[src/sv/egcd_pkg.sv]
// ----------------------------------------------------------------------------
// egcd_pkg: shared types for the extended GCD block
// Controller state encoding and the command/status bundles that join the
// controller to the datapath.
// ----------------------------------------------------------------------------
package egcd_pkg;

    typedef enum logic [3:0] {
        ST_IDLE   = 4'b0001,
        ST_DIV    = 4'b0010,
        ST_UPDATE = 4'b0100,
        ST_FINISH = 4'b1000
    } egcd_state_t;

    typedef struct packed {
        logic load;    // take a new request into the working registers
        logic step;    // one bit of the serial division
        logic update;  // advance the remainder and coefficient sequence
        logic finish;  // move the answer into the output register
    } egcd_cmd_t;

    typedef struct packed {
        logic div_last;  // current division bit is the last one
        logic rem_zero;  // remainder of the finished division is zero
        logic b_zero;    // incoming second operand is zero
    } egcd_status_t;

endpackage

[src/sv/egcd_if.sv]
// ----------------------------------------------------------------------------
// egcd channel interfaces
// Valid/ready channels for the operand requests and the GCD results.
// ----------------------------------------------------------------------------
interface egcd_in_if #(
    parameter int W = 31
) ();
    logic         valid;
    logic         ready;
    logic [W-1:0] operand_a;
    logic [W-1:0] operand_b;

    modport source (output valid, output operand_a, output operand_b, input ready);
    modport sink   (input valid, input operand_a, input operand_b, output ready);
endinterface

interface egcd_out_if #(
    parameter int W = 31
) ();
    logic                valid;
    logic                ready;
    logic [W-1:0]        gcd_value;
    logic signed [W:0]   coef_a;
    logic signed [W:0]   coef_b;

    modport source (output valid, output gcd_value, output coef_a, output coef_b,
                    input ready);
    modport sink   (input valid, input gcd_value, input coef_a, input coef_b,
                    output ready);
endinterface

[src/sv/extended_gcd_bezout.sv]
// ----------------------------------------------------------------------------
// extended_gcd_bezout: greatest common divisor with Bezout coefficients
// Extended Euclid over OPERAND_WIDTH-bit unsigned operands.
// ----------------------------------------------------------------------------
// Each request (operand_a, operand_b) yields one result gcd_value with
// coef_a, coef_b such that operand_a*coef_a + operand_b*coef_b = gcd_value;
// a zero operand_b gives (operand_a, 1, 0). One request is worked on at a
// time. Each request takes k Euclid divisions (up to about 46 for 31-bit
// operands); each division is done by the serial divider, which produces
// one quotient bit per cycle, and is followed by an update step. A finished
// result waits in an output register, and the next request is taken while
// it waits.
module extended_gcd_bezout #(
    parameter int OPERAND_WIDTH = 31
) (
    input  logic       clk,
    input  logic       rst_n,
    egcd_in_if.sink    operands,
    egcd_out_if.source result
);
    import egcd_pkg::*;

    egcd_cmd_t    cmd;
    egcd_status_t status;

    egcd_ctrl u_ctrl (
        .clk       (clk),
        .rst_n     (rst_n),
        .in_valid  (operands.valid),
        .in_ready  (operands.ready),
        .out_valid (result.valid),
        .out_ready (result.ready),
        .status    (status),
        .cmd       (cmd)
    );

    egcd_datapath #(
        .OPERAND_WIDTH (OPERAND_WIDTH)
    ) u_datapath (
        .clk       (clk),
        .cmd       (cmd),
        .status    (status),
        .operand_a (operands.operand_a),
        .operand_b (operands.operand_b),
        .gcd_value (result.gcd_value),
        .coef_a    (result.coef_a),
        .coef_b    (result.coef_b)
    );

endmodule

[src/sv/egcd_datapath.sv]
// ----------------------------------------------------------------------------
// egcd_datapath: remainder and coefficient registers
// Restoring division one quotient bit per cycle; the products q*s1 and q*t1
// are built alongside by shift-and-add, so the update needs only subtracts.
// ----------------------------------------------------------------------------
module egcd_datapath #(
    parameter int OPERAND_WIDTH = 31
) (
    input  logic                          clk,
    input  egcd_pkg::egcd_cmd_t           cmd,
    output egcd_pkg::egcd_status_t        status,
    input  logic [OPERAND_WIDTH-1:0]      operand_a,
    input  logic [OPERAND_WIDTH-1:0]      operand_b,
    output logic [OPERAND_WIDTH-1:0]      gcd_value,
    output logic signed [OPERAND_WIDTH:0] coef_a,
    output logic signed [OPERAND_WIDTH:0] coef_b
);
    import egcd_pkg::*;

    localparam int W        = OPERAND_WIDTH;
    localparam int C        = OPERAND_WIDTH + 1;
    localparam int CNT_W    = $clog2(OPERAND_WIDTH);
    localparam logic [CNT_W-1:0] CNT_INIT = CNT_W'(OPERAND_WIDTH - 1);

    logic [W-1:0]     r0_reg, r0_next, r1_reg, r1_next;
    logic [W-1:0]     rem_reg, rem_next, dvd_reg, dvd_next;
    logic [C-1:0]     s0_reg, s0_next, s1_reg, s1_next;
    logic [C-1:0]     t0_reg, t0_next, t1_reg, t1_next;
    logic [C-1:0]     ps_reg, ps_next, pt_reg, pt_next;
    logic [CNT_W-1:0] cnt_reg, cnt_next;
    logic [W-1:0]     gcd_reg;
    logic [C-1:0]     ca_reg, cb_reg;

    logic [W:0]       shifted, divisor_ext, diff;
    logic             qbit;
    logic [W-1:0]     rem_step;
    logic [C-1:0]     ps_step, pt_step;

    always_comb
    begin
        shifted     = {rem_reg, dvd_reg[W-1]};
        divisor_ext = {1'b0, r1_reg};
        qbit        = (shifted >= divisor_ext);
        diff        = shifted - divisor_ext;
        rem_step    = qbit ? diff[W-1:0] : shifted[W-1:0];
        ps_step     = {ps_reg[C-2:0], 1'b0} + (qbit ? s1_reg : {C{1'b0}});
        pt_step     = {pt_reg[C-2:0], 1'b0} + (qbit ? t1_reg : {C{1'b0}});
    end

    always_comb
    begin
        r0_next  = r0_reg;
        r1_next  = r1_reg;
        rem_next = rem_reg;
        dvd_next = dvd_reg;
        s0_next  = s0_reg;
        s1_next  = s1_reg;
        t0_next  = t0_reg;
        t1_next  = t1_reg;
        ps_next  = ps_reg;
        pt_next  = pt_reg;
        cnt_next = cnt_reg;
        if (cmd.load)
        begin
            r0_next  = operand_a;
            r1_next  = operand_b;
            s0_next  = C'(1);
            s1_next  = '0;
            t0_next  = '0;
            t1_next  = C'(1);
            rem_next = '0;
            dvd_next = operand_a;
            ps_next  = '0;
            pt_next  = '0;
            cnt_next = CNT_INIT;
        end
        else if (cmd.step)
        begin
            rem_next = rem_step;
            dvd_next = {dvd_reg[W-2:0], 1'b0};
            ps_next  = ps_step;
            pt_next  = pt_step;
            cnt_next = cnt_reg - 1'b1;
        end
        else if (cmd.update)
        begin
            // shift the sequence down one place and divide the old r1 next
            r0_next  = r1_reg;
            r1_next  = rem_reg;
            s0_next  = s1_reg;
            s1_next  = s0_reg - ps_reg;
            t0_next  = t1_reg;
            t1_next  = t0_reg - pt_reg;
            rem_next = '0;
            dvd_next = r1_reg;
            ps_next  = '0;
            pt_next  = '0;
            cnt_next = CNT_INIT;
        end
    end

    always_ff @(posedge clk)
    begin
        r0_reg  <= r0_next;
        r1_reg  <= r1_next;
        rem_reg <= rem_next;
        dvd_reg <= dvd_next;
        s0_reg  <= s0_next;
        s1_reg  <= s1_next;
        t0_reg  <= t0_next;
        t1_reg  <= t1_next;
        ps_reg  <= ps_next;
        pt_reg  <= pt_next;
        cnt_reg <= cnt_next;
    end

    // a zero second operand leaves r1 at zero: answer with (r0, 1, 0)
    always_ff @(posedge clk)
    begin
        if (cmd.finish)
        begin
            if (r1_reg == '0)
            begin
                gcd_reg <= r0_reg;
                ca_reg  <= s0_reg;
                cb_reg  <= t0_reg;
            end
            else
            begin
                gcd_reg <= r1_reg;
                ca_reg  <= s1_reg;
                cb_reg  <= t1_reg;
            end
        end
    end

    assign status.div_last = (cnt_reg == '0);
    assign status.rem_zero = (rem_reg == '0);
    assign status.b_zero   = (operand_b == '0);

    assign gcd_value = gcd_reg;
    assign coef_a    = $signed(ca_reg);
    assign coef_b    = $signed(cb_reg);

endmodule

[src/sv/egcd_ctrl.sv]
// ----------------------------------------------------------------------------
// egcd_ctrl: sequencing of the Euclid steps
// Runs divide/update rounds until the remainder is zero and owns the
// handshake on both channels.
// ----------------------------------------------------------------------------
module egcd_ctrl (
    input  logic                   clk,
    input  logic                   rst_n,
    input  logic                   in_valid,
    output logic                   in_ready,
    output logic                   out_valid,
    input  logic                   out_ready,
    input  egcd_pkg::egcd_status_t status,
    output egcd_pkg::egcd_cmd_t    cmd
);
    import egcd_pkg::*;

    egcd_state_t state_reg, state_next;
    logic        out_valid_reg, out_valid_next;
    logic        in_acc, out_free;

    assign in_ready = (state_reg == ST_IDLE);
    assign in_acc   = in_valid && in_ready;
    assign out_free = !out_valid_reg || out_ready;

    assign cmd.load   = in_acc;
    assign cmd.step   = (state_reg == ST_DIV);
    assign cmd.update = (state_reg == ST_UPDATE) && !status.rem_zero;
    assign cmd.finish = (state_reg == ST_FINISH) && out_free;

    always_comb
    begin
        state_next = state_reg;
        unique case (state_reg)
            ST_IDLE:
            begin
                if (in_acc)
                    state_next = status.b_zero ? ST_FINISH : ST_DIV;
            end
            ST_DIV:
            begin
                if (status.div_last)
                    state_next = ST_UPDATE;
            end
            ST_UPDATE:
            begin
                state_next = status.rem_zero ? ST_FINISH : ST_DIV;
            end
            ST_FINISH:
            begin
                // hold until the output register is free
                if (out_free)
                    state_next = ST_IDLE;
            end
            default:
            begin
                state_next = ST_IDLE;
            end
        endcase
    end

    assign out_valid_next = cmd.finish || (out_valid_reg && !out_ready);

    always_ff @(posedge clk or negedge rst_n)
    begin
        if (!rst_n)
        begin
            state_reg     <= ST_IDLE;
            out_valid_reg <= 1'b0;
        end
        else
        begin
            state_reg     <= state_next;
            out_valid_reg <= out_valid_next;
        end
    end

    assign out_valid = out_valid_reg;

endmodule

[src/flat_wrapper.sv]
// flat-port wrapper written by rule: the top's interface ports become plain ports
module extended_gcd_bezout_flat import egcd_pkg::*;
#(
    parameter int OPERAND_WIDTH = 31
)
  (clk, rst_n, operands_valid, operands_operand_a, operands_operand_b, operands_ready, result_valid, result_gcd_value, result_coef_a, result_coef_b, result_ready);
  egcd_in_if operands_i ();
  egcd_out_if result_i ();
  input  logic clk;
  input  logic rst_n;
  input wire logic [$bits(operands_i.valid)-1:0] operands_valid;
  input wire logic [$bits(operands_i.operand_a)-1:0] operands_operand_a;
  input wire logic [$bits(operands_i.operand_b)-1:0] operands_operand_b;
  output wire logic [$bits(operands_i.ready)-1:0] operands_ready;
  output wire logic [$bits(result_i.valid)-1:0] result_valid;
  output wire logic [$bits(result_i.gcd_value)-1:0] result_gcd_value;
  output wire logic [$bits(result_i.coef_a)-1:0] result_coef_a;
  output wire logic [$bits(result_i.coef_b)-1:0] result_coef_b;
  input wire logic [$bits(result_i.ready)-1:0] result_ready;
  assign operands_i.valid = operands_valid;
  assign operands_i.operand_a = operands_operand_a;
  assign operands_i.operand_b = operands_operand_b;
  assign operands_ready = operands_i.ready;
  assign result_valid = result_i.valid;
  assign result_gcd_value = result_i.gcd_value;
  assign result_coef_a = result_i.coef_a;
  assign result_coef_b = result_i.coef_b;
  assign result_i.ready = result_ready;
  extended_gcd_bezout #(.OPERAND_WIDTH(OPERAND_WIDTH)) u_core (.clk(clk), .rst_n(rst_n), .operands(operands_i), .result(result_i));
endmodule
[config.mk]
export PLATFORM = sky130hd
export DESIGN_NAME = extended_gcd_bezout_flat
export DESIGN_NICKNAME = d
export VERILOG_FILES = /design/src/sv/egcd_pkg.sv /design/src/sv/egcd_if.sv /design/src/sv/extended_gcd_bezout.sv /design/src/sv/egcd_datapath.sv /design/src/sv/egcd_ctrl.sv /design/src/flat_wrapper.sv
export SDC_FILE = /design/constraint.sdc
export NUM_CORES = 1
export LEC_CHECK = 0
export BUFFER_PORTS_ARGS = -buffer_cell sky130_fd_sc_hd__buf_2
export CAP_MARGIN = 15
export CORE_AREA = 2 2 265 267
export CTS_CLUSTER_SIZE = 28
export DETAILED_ROUTE_END_ITERATION = 10
export DIE_AREA = 0 0 267 269
export GPL_TIMING_DRIVEN = 0
export SYNTH_ARGS = -nofsm -noshare
export SYNTH_HDL_FRONTEND = slang
export SYNTH_SLANG_ARGS = --single-unit
[constraint.sdc]
create_clock -name clk -period 7.6 [get_ports clk]
set_clock_uncertainty 0.05 [all_clocks]
set_input_delay 0.38 -clock clk [delete_from_list [all_inputs] [get_ports clk]]
set_output_delay 0.38 -clock clk [all_outputs]
set_load 0.01 [all_outputs]
* Yosys cells after proc, flatten, opt, wreduce, memory -nomap -nowiden *
Index checks and enable logic that the tools add are counted.

word-level totals
  register bits after elaboration = 421
  bits in latches = 0
  bits in writable memories = 0
  bits in read-only memories = 0
  input port bits = 66
  output and inout port bits = 97
  logic and storage cells = 78
  memories kept = 0

operators by class
  $add $sub $neg = 6
  $mul = 0
  divide/modulo/power cells = 0
  order comparisons = 1
  eq/ne operators = 8
  shift-type cells = 0
  mux-type cells = 27
  bitwise logic cells = 1
  reduce and logical (&&, ||, !) cells = 19

operators by type and width
  operator                                              count
  two-way mux 31 bit                                    12
  two-way mux 32 bit                                    7
  zero test 31 bit                                      3
  adder 32 bit                                          2
  subtractor 32 bit                                     2
  greater-or-equal comparator 32 x 31 -> 1 bit          1
  subtractor 31 bit                                     1
  two-way mux 4 bit                                     5
  one-hot mux 4 bit (4 select lines)                    1
  two-way mux 5 bit                                     2
  inequality test 2 bit (second input constant)         3
  zero test 5 bit                                       1
  subtractor 5 x 1 -> 5 bit (second input constant)     1
  equality test 4 x 1 -> 1 bit (second input constant)  1
  equality test 4 x 2 -> 1 bit (second input constant)  1
  equality test 4 x 3 -> 1 bit (second input constant)  1
  equality test 4 bit (second input constant)           1
  logical AND 1 bit                                     4
  AND reduction 2 bit                                   2
  nonzero test 2 bit                                    2
  zero test 1 bit                                       3
  AND reduction 3 bit                                   1
  nonzero test 3 bit                                    1
  logical OR 1 bit                                      2
  other kinds (2)                                       2

* Depth between registers and ports, before layout *
Gate-level depths: netlist of run 1.

  depth in word-level cells = 6
  depth in mapped cells = 25
  depth with buffers taken out = 22

* Modules after synthesis *
A second synthesis of run 1 with hierarchy kept.

second synthesis, totals
  cell total of the unflattened synthesis = 2,537
  area, all modules = 24,034.3 um2

modules (own cells, without submodules)
  module         times used  cells each  area each (um2)  seq. area each (um2)
  egcd_datapath  1           2,506       23,720.2         10,209.8
  egcd_ctrl      1           31          314.1            126.4

* Least setup slack after synthesis of run 1 *
No wires, ideal clock.

  path type = register -> register
  start = reg u_core.u_ctrl.state_reg[1]
  end = reg u_core.u_datapath.ca_reg[0], in the netlist u_core.u_datapath.coef_a[0], enable pin
  library setup time = 0.550 ns
  data arrival time = 5.190 ns
  required time = 7.000 ns
  path slack = 1.811 ns
  cell stages (with the launch flop) = 4
  path buffers = 1
  period minus slack after synthesis = 5.789 ns
  path through = dfrtp_1 > clkbuf_1 > or4b_2 > nor2_1

RTL lines
  what                    RTL line              source
  start, declared         egcd_ctrl.sv:18       egcd_state_t state_reg, state_next;
  start signal, assigned  egcd_ctrl.sv:73       state_reg <= state_next;
  end signal, assigned    egcd_datapath.sv:125  ca_reg <= s0_reg;
  end signal, assigned    egcd_datapath.sv:131  ca_reg <= s1_reg;
  end, declared           egcd_datapath.sv:32   logic [C-1:0] ca_reg, cb_reg;

* Final worst setup path of run 1 *
  start = reg u_core.u_datapath.r1_reg[0]
  end = reg u_core.u_datapath.ps_reg[31]

on the way
  cells in the longest elaborated chain, start to end = 4

RTL lines
  what                                          RTL line              source
  start, declared                               egcd_datapath.sv:25   logic [W-1:0] r0_reg, r0_next, r1_reg, r1_next;
  start signal, assigned                        egcd_datapath.sv:105  r1_reg <= r1_next;
  greater-or-equal comparator 32 x 31 -> 1 bit  egcd_datapath.sv:43   qbit = (shifted >= divisor_ext);
  two-way mux 32 bit                            egcd_datapath.sv:46   ps_step = {ps_reg[C-2:0], 1'b0} + (qbit ? s1_reg : {C{1'b0}});
  adder 32 bit                                  egcd_datapath.sv:46
  two-way mux 32 bit                            egcd_datapath.sv:77   else if (cmd.step)
  end signal, assigned                          egcd_datapath.sv:112  ps_reg <= ps_next;
  end, declared                                 egcd_datapath.sv:29   logic [C-1:0] ps_reg, ps_next, pt_reg, pt_next;

No other way between the ends.
A chain may end at the register's enable or synchronous reset.

==> metrics.md, run 1 <==
| Metric | Value |
|---|---|
| Die Y-Extent | `269 µm` |
| H-tree depth | `2` |
| Startpoint types | `flop` |
| RSZ-0062 raised after global routing | `no` |
| GRT overflow | `0` |
| RR Endpoint | `u_core.u_datapath.ps_reg[31]` |
| Vias | `20,100` |
| R2R cell count | `24` |
| Crit path cell chain | `ha_1 > fa_1 > nor2b_1 > o31ai_1 > a21oi_1 > o21ai_0 > nand3_1 > a41o_1 > clkbuf_1 > clkbuf_2 > clkbuf_1 > and2_1 > ha_1 > fa_1 > a211oi_1 > o21ai_0 > a21boi_0 > a21oi_1 > o21ai_0 > or2_2 > o31a_1 > a21oi_1 > or3_1 > a32o_1` |
| Worst hold path class | `primary input to flop` |
| Crit Path Class | `flop to flop` |
| Commonest non-fill, non-tap cells in the layout | `nand2_1, a21oi_1, dfxtp_1` |
| Detailed placement HPWL | `53,900 µm` |
| Drt total wl | `73,000 µm` |
| Clock transition at path regs | `0.06 ns` |
| Die ar. | `71,800 µm²` |
| Die W | `267 µm` |
| Max Clock Freq | `140 MHz` |
| Ports | `163` |
| Initial Util | `34.5%` |
| WHS Endpoint | `u_core.u_datapath.r1_reg[24]` |
| Vias in the first global route | `19,500` |
| Synth Area in Simple Gates | `17.5%` |
| Total GRT Usage | `20.0%` |
| Final std cells w/o fill | `3,887` |
| Core area | `69,300 µm²` |
| Ranking of synthesized cells by area | `edfxtp_1, dfxtp_1, nand2_1, ha_1, a21oi_1` |
| Syn Area/Cell | `8.91 µm²` |
| Largest family of logic cells by synthesized area | `compound AO/OA/AOI/OAI gates` |
| VDD IR max | `118 µV` |
| Worst relative slew slack | `30.7%` |
| Initial DRC count | `1,747` |
| P_leak | `11.5 nW` |
| Hold path startpoint | `operands_operand_b[24]` |
| Worst-path cell with the longest stage delay | `o21ai_0` |
| Flops & latches, synth | `421` |
| Critical path buffers and inverters | `3` |
| Worst-path fanout max | `10` |
| Synth top area share | `23.6%` |
| Routability cong. | `0.919` |
| Placed cells | `3,792` |
| Status | `finished, final reports clean` |
| Routed len/inst | `18.8 µm` |
| Dominant cell type by area after synthesis | `edfxtp_1` |
| Syn_nets | `2,912` |
| R2r startpoint | `u_core.u_datapath.r1_reg[0]` |
| Global-route wire length before repair | `112,000 µm` |
| Warning count from the yosys run | `0` |
| Post-Synth Adder-Cell Area | `8.52%` |
| Worst R2R Setup Slack | `0.45 ns` |
| Synth cell types | `81` |
| Synth-to-Final Area Change | `15.5%` |
| Setup Fix Bufs, Post-CTS | `0` |
| Worst hold stages | `3` |
| Arrival time at the worst endpoint | `7.59 ns` |
| Max stage delay on crit path | `0.60 ns` |
| # port buffers | `162` |
| Most common cell after layout, fill and taps aside | `nand2_1` |
| Critical Path RT | `8.04 ns` |
| Number of antenna violations at the first check in global routing | `3` |
| PD cells | `173 nW/µm²` |
| Final hold slack | `0.0204 ns` |
| Post-synth EDFFs | `188` |
| Post-synthesis compound-gate area fraction | `18.3%` |
| Mux share of post-synthesis cell area | `3.81%` |
| CP Capture Type | `flop` |
| TritonCTS Buffers | `49` |
| MaxCap Viol Count | `0` |
| Clk buf depth | `3` |
| CTS tree | `built` |
| Root Buffer | `clkbuf_16` |
| First drt pass iteration count | `5` |
| Asr flop ratio synth | `1.19%` |
| Synth Area in XOR/XNOR | `4.68%` |
| Post-synthesis sequential area ratio | `43.2%` |
| DR vias/cell | `5.18` |
| Synth Flop Type | `dfxtp_1` |
| Pin count of the biggest net entering global routing | `63` |
| Fin. Hold Viols | `0` |
| Post-route DRC | `0` |
| Fin. max-slew vios | `0` |
| Cell family with most CP delay | `compound AO/OA/AOI/OAI gates` |
| Tightest Pin Transition | `1.04 ns` |
| ANT nets after route | `0` |
| Endpoints failing setup | `0` |
| Clock Latency Late Sink | `0.59 ns` |
| Mapped Area | `23,900 µm²` |
| Fin crit share | `94.1%` |
| Syn Inst Count | `2,686` |
| Min Tclk post-route | `7.15 ns` |
| Row cnt | `97` |
| CTS Sinks | `421` |
| Fin nets | `3,132` |
| Share of cells above drive strength 1 | `11.5%` |
metal layers:
metal / track usage [%] / vias up / wire length (µm)
met4: 5.24 / 4 / 1600
met5: 0 / - / 48
met1: 27.1 / 9548 / 33900
li1: - / 9955 / -
met3: 2.84 / 99 / 3950
met2: 33.4 / 539 / 33500
worst max-delay path by stage:
stage | startpoint | to | slack, ns | cells past startpoint
after floorplan | u_core.u_ctrl.state_reg[1] | u_core.u_datapath.coef_a[0] | 1.81 | 3
after global placement | u_core.u_ctrl.state_reg[1] | u_core.u_datapath.coef_b[20] | -1.18 | 3
after detailed placement | u_core.u_datapath.r1_reg[0] | u_core.u_datapath.ps_reg[31] | 0.38 | 23
after CTS | u_core.u_datapath.r1_reg[0] | u_core.u_datapath.ps_reg[31] | 0.36 | 23
after global routing | u_core.u_datapath.r1_reg[21] | u_core.u_datapath.ps_reg[31] | 0.12 | 24
final | u_core.u_datapath.r1_reg[0] | u_core.u_datapath.ps_reg[31] | 0.45 | 24
stage by stage:
step / area, µm² / util, % / TNS [ns] / power (W) / setup slack [ns]
finish: 27600 / 39.9 / 0 / 0.00477 / 0.446
global route: 27600 / 39.9 / 0 / 0.00491 / 0.120
CTS: 27600 / 39.9 / 0 / 0.00482 / 0.355
detailed placement: 26000 / 37.6 / 0 / 0.00242 / 0.380
global placement: 25900 / 37.4 / -111.43 / 0.00242 / -1.18
floorplan: 23900 / - / 0 / 0.00239 / 1.81
logic make-up after synthesis:
family | Yosys count
xor gates and xnor gates | 128
DFF | 421
muxes | 83
and+or+nand+nor | 951
buffers and inverters | 253
AOI/OAI and AO/OA | 690
adders and majority gates | 160
cell usage after synthesis, types with 13 or more instances:
| cell | number |
|---|---|
| nand2_1 | 564 |
| a21oi_1 | 230 |
| dfxtp_1 | 228 |
| edfxtp_1 | 188 |
| ha_1 | 155 |
| o21ai_0 | 146 |
| inv_1 | 137 |
| clkbuf_1 | 112 |
| nor2_1 | 106 |
| a21o_1 | 81 |
| and2_1 | 70 |
| xnor2_1 | 70 |
| nand3_1 | 67 |
| mux2_2 | 65 |
| xor2_1 | 58 |
| o22ai_1 | 49 |
| a211oi_1 | 26 |
| nor4_1 | 26 |
| nor3_1 | 24 |
| nand2b_1 | 22 |
| o21a_1 | 19 |
| mux2i_1 | 18 |
| o21bai_1 | 17 |
| and3_1 | 16 |
| nor2b_1 | 16 |
| nand4_1 | 13 |
power by group:
group / switching, W / total [W] / leakage (nW) / internal [W]
logic: 0.0000150 / 0.0000288 / 7.00 / 0.0000138
registers: 0.0000000000000000000390 / 0.00234 / 3.72 / 0.00234
clock network: 0.00101 / 0.00240 / 0.776 / 0.00139
total: 0.00102 / 0.00477 / 11.5 / 0.00375
tightest hold or removal path, cell delays in order:
cell,delay [ns]
buf_2,0.09
nand2_1,0.05
nand2_1,0.05
area by class of cell:
type / instances / area (µm²)
Tap cell: 940 / 1180
Antenna cell: 1 / 2.50
Sequential cell: 421 / 10300
Clock buffer: 64 / 1310
Timing Repair Buffer: 169 / 921
Clock inverter: 27 / 273
Multi-Input combinational cell: 2012 / 12700
Buffer: 116 / 439
Fill cell: 7059 / 41700
Inverter: 137 / 514
repair_timing:
| action | 4_1_cts | 5_1_grt |
|---|---|---|
| gates resized for setup | 0 | 2 |
| setup endpoints to repair | 0 | 1 |
| hold endpoints to repair | 7 | 0 |
| hold buffers | 3 | 0 |
No activity file was read; power rests on OpenSTA's default activity.
==> run 2, diff against run 1 <==
Settings changed: CORE_AREA 2 2 265 267 to 3 3 266 268, DIE_AREA 0 0 267 269 to 0 0 269 271.
==> metrics.md, run 2 (synthesized netlist as in run 1, its figures left out) <==
| Metric | Value |
|---|---|
| Setup Fix Bufs, Post-CTS | `0` |
| Initial Util | `34.9%` |
| Initial DRC count | `1,623` |
| Global-route wire length before repair | `113,000 µm` |
| R2R cell count | `23` |
| Final worst-path setup slack | `0.456 ns` |
| Most common cell after layout, fill and taps aside | `nand2_1` |
| Arrival time at the worst endpoint | `7.59 ns` |
| Fin util | `40.4%` |
| TritonCTS Buffers | `51` |
| Worst hold path class | `primary input to flop` |
| Worst-path fanout max | `10` |
| Share of cells above drive strength 1 | `11.7%` |
| Die ar. | `72,900 µm²` |
| WHS Endpoint | `u_core.u_datapath.r1_reg[28]` |
| Worst R2R Setup Slack | `0.46 ns` |
| MaxCap Viol Count | `0` |
| Fin. Hold Viols | `0` |
| RR Endpoint | `u_core.u_datapath.ps_reg[31]` |
| Endpoints failing setup | `0` |
| Routed len/inst | `18.9 µm` |
| Row cnt | `96` |
| Vias | `20,100` |
| Vias in the first global route | `19,600` |
| Sequential cell area | `10,300 µm²` |
| Footprint of the multi-input gates | `12,700 µm²` |
| VDD IR max | `145 µV` |
| Max stage delay on crit path | `0.62 ns` |
| Status | `finished, final reports clean` |
| Fin nets | `3,137` |
| ANT nets after route | `0` |
| Synth-to-Final Area Change | `15.9%` |
| Max Clock Freq | `140 MHz` |
| CP Capture Type | `flop` |
| Die Y-Extent | `271 µm` |
| Number of antenna violations at the first check in global routing | `1` |
| Min Tclk post-route | `7.14 ns` |
| Fin crit share | `94.0%` |
| Clock Latency Late Sink | `0.61 ns` |
| Place WS | `0.335 ns` |
| Placed cells | `3,784` |
| GRT overflow | `0` |
| Ports | `163` |
| H-tree depth | `2` |
| DR vias/cell | `5.18` |
| Cell mode on critical path | `a21oi_1` |
| Root Buffer | `clkbuf_16` |
| Tightest Pin Transition | `1.06 ns` |
| Critical Path RT | `8.05 ns` |
| Final std cells w/o fill | `3,885` |
| Hold path startpoint | `operands_operand_b[28]` |
| Fillers | `6,944` |
| Post-route DRC | `0` |
| Clk buf depth | `3` |
| Pin count of the biggest net entering global routing | `34` |
| Crit path cell chain | `ha_1 > fa_1 > nor2b_1 > o31ai_1 > a21oi_1 > o21ai_0 > nand3_1 > a41o_1 > clkbuf_1 > clkbuf_2 > clkbuf_1 > and2_1 > ha_1 > a21o_1 > a21oi_1 > a21boi_0 > a21oi_1 > o21ai_0 > or2_2 > o31a_1 > a21oi_1 > or3_1 > a32o_1` |
| Startpoint types | `flop` |
| Commonest non-fill, non-tap cells in the layout | `nand2_1, a21oi_1, dfxtp_1` |
| Worst hold stages | `3` |
| Crit Path Class | `flop to flop` |
| RSZ-0062 raised after global routing | `no` |
| # port buffers | `162` |
| Clock transition at path regs | `0.06 ns` |
| Ant diodes | `0` |
| Worst-path cell with the longest stage delay | `o21ai_0` |
| CTS Sinks | `421` |
| CTS tree | `built` |
| Detailed placement HPWL | `54,400 µm` |
| Total GRT Usage | `19.8%` |
| Fin. max-slew vios | `0` |
| Drt total wl | `73,600 µm` |
| Tot Pwr | `0.00481 W` |
| P_leak | `11.5 nW` |
| First drt pass iteration count | `5` |
| Core area | `68,600 µm²` |
| Worst relative slew slack | `29.1%` |
| Die W | `269 µm` |
| R2r startpoint | `u_core.u_datapath.r1_reg[0]` |
| PD cells | `174 nW/µm²` |
| Routability cong. | `0.918` |
## run 2: changes by cell type in the layout (fill, tap and decap cells not counted), sizes merged
| cell | previous run | this run |
|---|---|---|
| clkbuf | 176 | 179 |
| bufinv | 5 | 3 |
| clkinv | 18 | 20 |
| buf | 170 | 171 |
| clkinvlp | 2 | 4 |
| diode | 1 | 0 |
| dlygate4sd3 | 3 | 5 |
## run 2: metrics by stage
step | hold slack (ns) | setup TNS, ns | cell area [µm²]
after floorplan | 0.0344 | 0 | 23900
after global placement | 0.159 | -119.65 | 25900
after detailed placement | 0.159 | 0 | 26000
after CTS | 0.000521 | 0 | 27700
after global routing | 0.0305 | 0 | 27700
final | 0.0297 | 0 | 27700
## run 2: worst max-delay path: cells and delay by family (launching register included)
family | cells | cell delay (ns)
adder cells (fa/ha/maj) | 3 | 0.98
flip-flops | 1 | 0.53
buffers and inverters | 3 | 1.28
AND/OR/NAND/NOR | 5 | 1.13
AO/OA/AOI/OAI | 12 | 3.06
## run 2: worst max-delay path by stage
| stage | to | start | slack (ns) | cells past startpoint |
|---|---|---|---|---|
| global route | u_core.u_datapath.ps_reg[31] | u_core.u_datapath.r1_reg[0] | 0.13 | 24 |
| detailed placement | u_core.u_datapath.ps_reg[31] | u_core.u_datapath.r1_reg[0] | 0.33 | 23 |
| CTS | u_core.u_datapath.ps_reg[31] | u_core.u_datapath.r1_reg[0] | 0.32 | 23 |
| global placement | u_core.u_datapath.gcd_value[7] | u_core.u_ctrl.state_reg[1] | -1.27 | 3 |
| floorplan | u_core.u_datapath.coef_a[0] | u_core.u_ctrl.state_reg[1] | 1.81 | 3 |
| finish | u_core.u_datapath.ps_reg[31] | u_core.u_datapath.r1_reg[0] | 0.46 | 23 |
## run 2: area by class of cell
cell class,instances,area share [%]
timing repair buffer,172,3.46
sequential,421,37.3
multi-input combinational,2012,45.7
buffer,116,1.58
inverter,137,1.85
clock inverter,29,0.857
clock buffer,67,5.12
tap,931,4.20
## run 2: layer usage
layer,up-vias,wire [µm],track usage [%]
met5,-,0,0
met4,0,1920,5.47
met3,106,4100,2.45
met2,545,33700,32.6
met1,9523,33900,27.2
li1,9958,-,-
## run 2: power breakdown
| part | switching (W) | leakage, nW | total, W | internal [W] |
|---|---|---|---|---|
| Sequential | 0.0000000000000000000369 | 3.72 | 0.00234 | 0.00234 |
| Combinational | 0.0000153 | 7.01 | 0.0000298 | 0.0000145 |
| Clock | 0.00102 | 0.810 | 0.00244 | 0.00142 |
| Total | 0.00104 | 11.5 | 0.00481 | 0.00378 |
## run 2: timing repair
| item | CTS | global route |
|---|---|---|
| endpoints found under the hold margin | 9 | 0 |
| resized for setup | 0 | 2 |
| setup endpoints to repair | 0 | 1 |
| hold buffers | 5 | 0 |
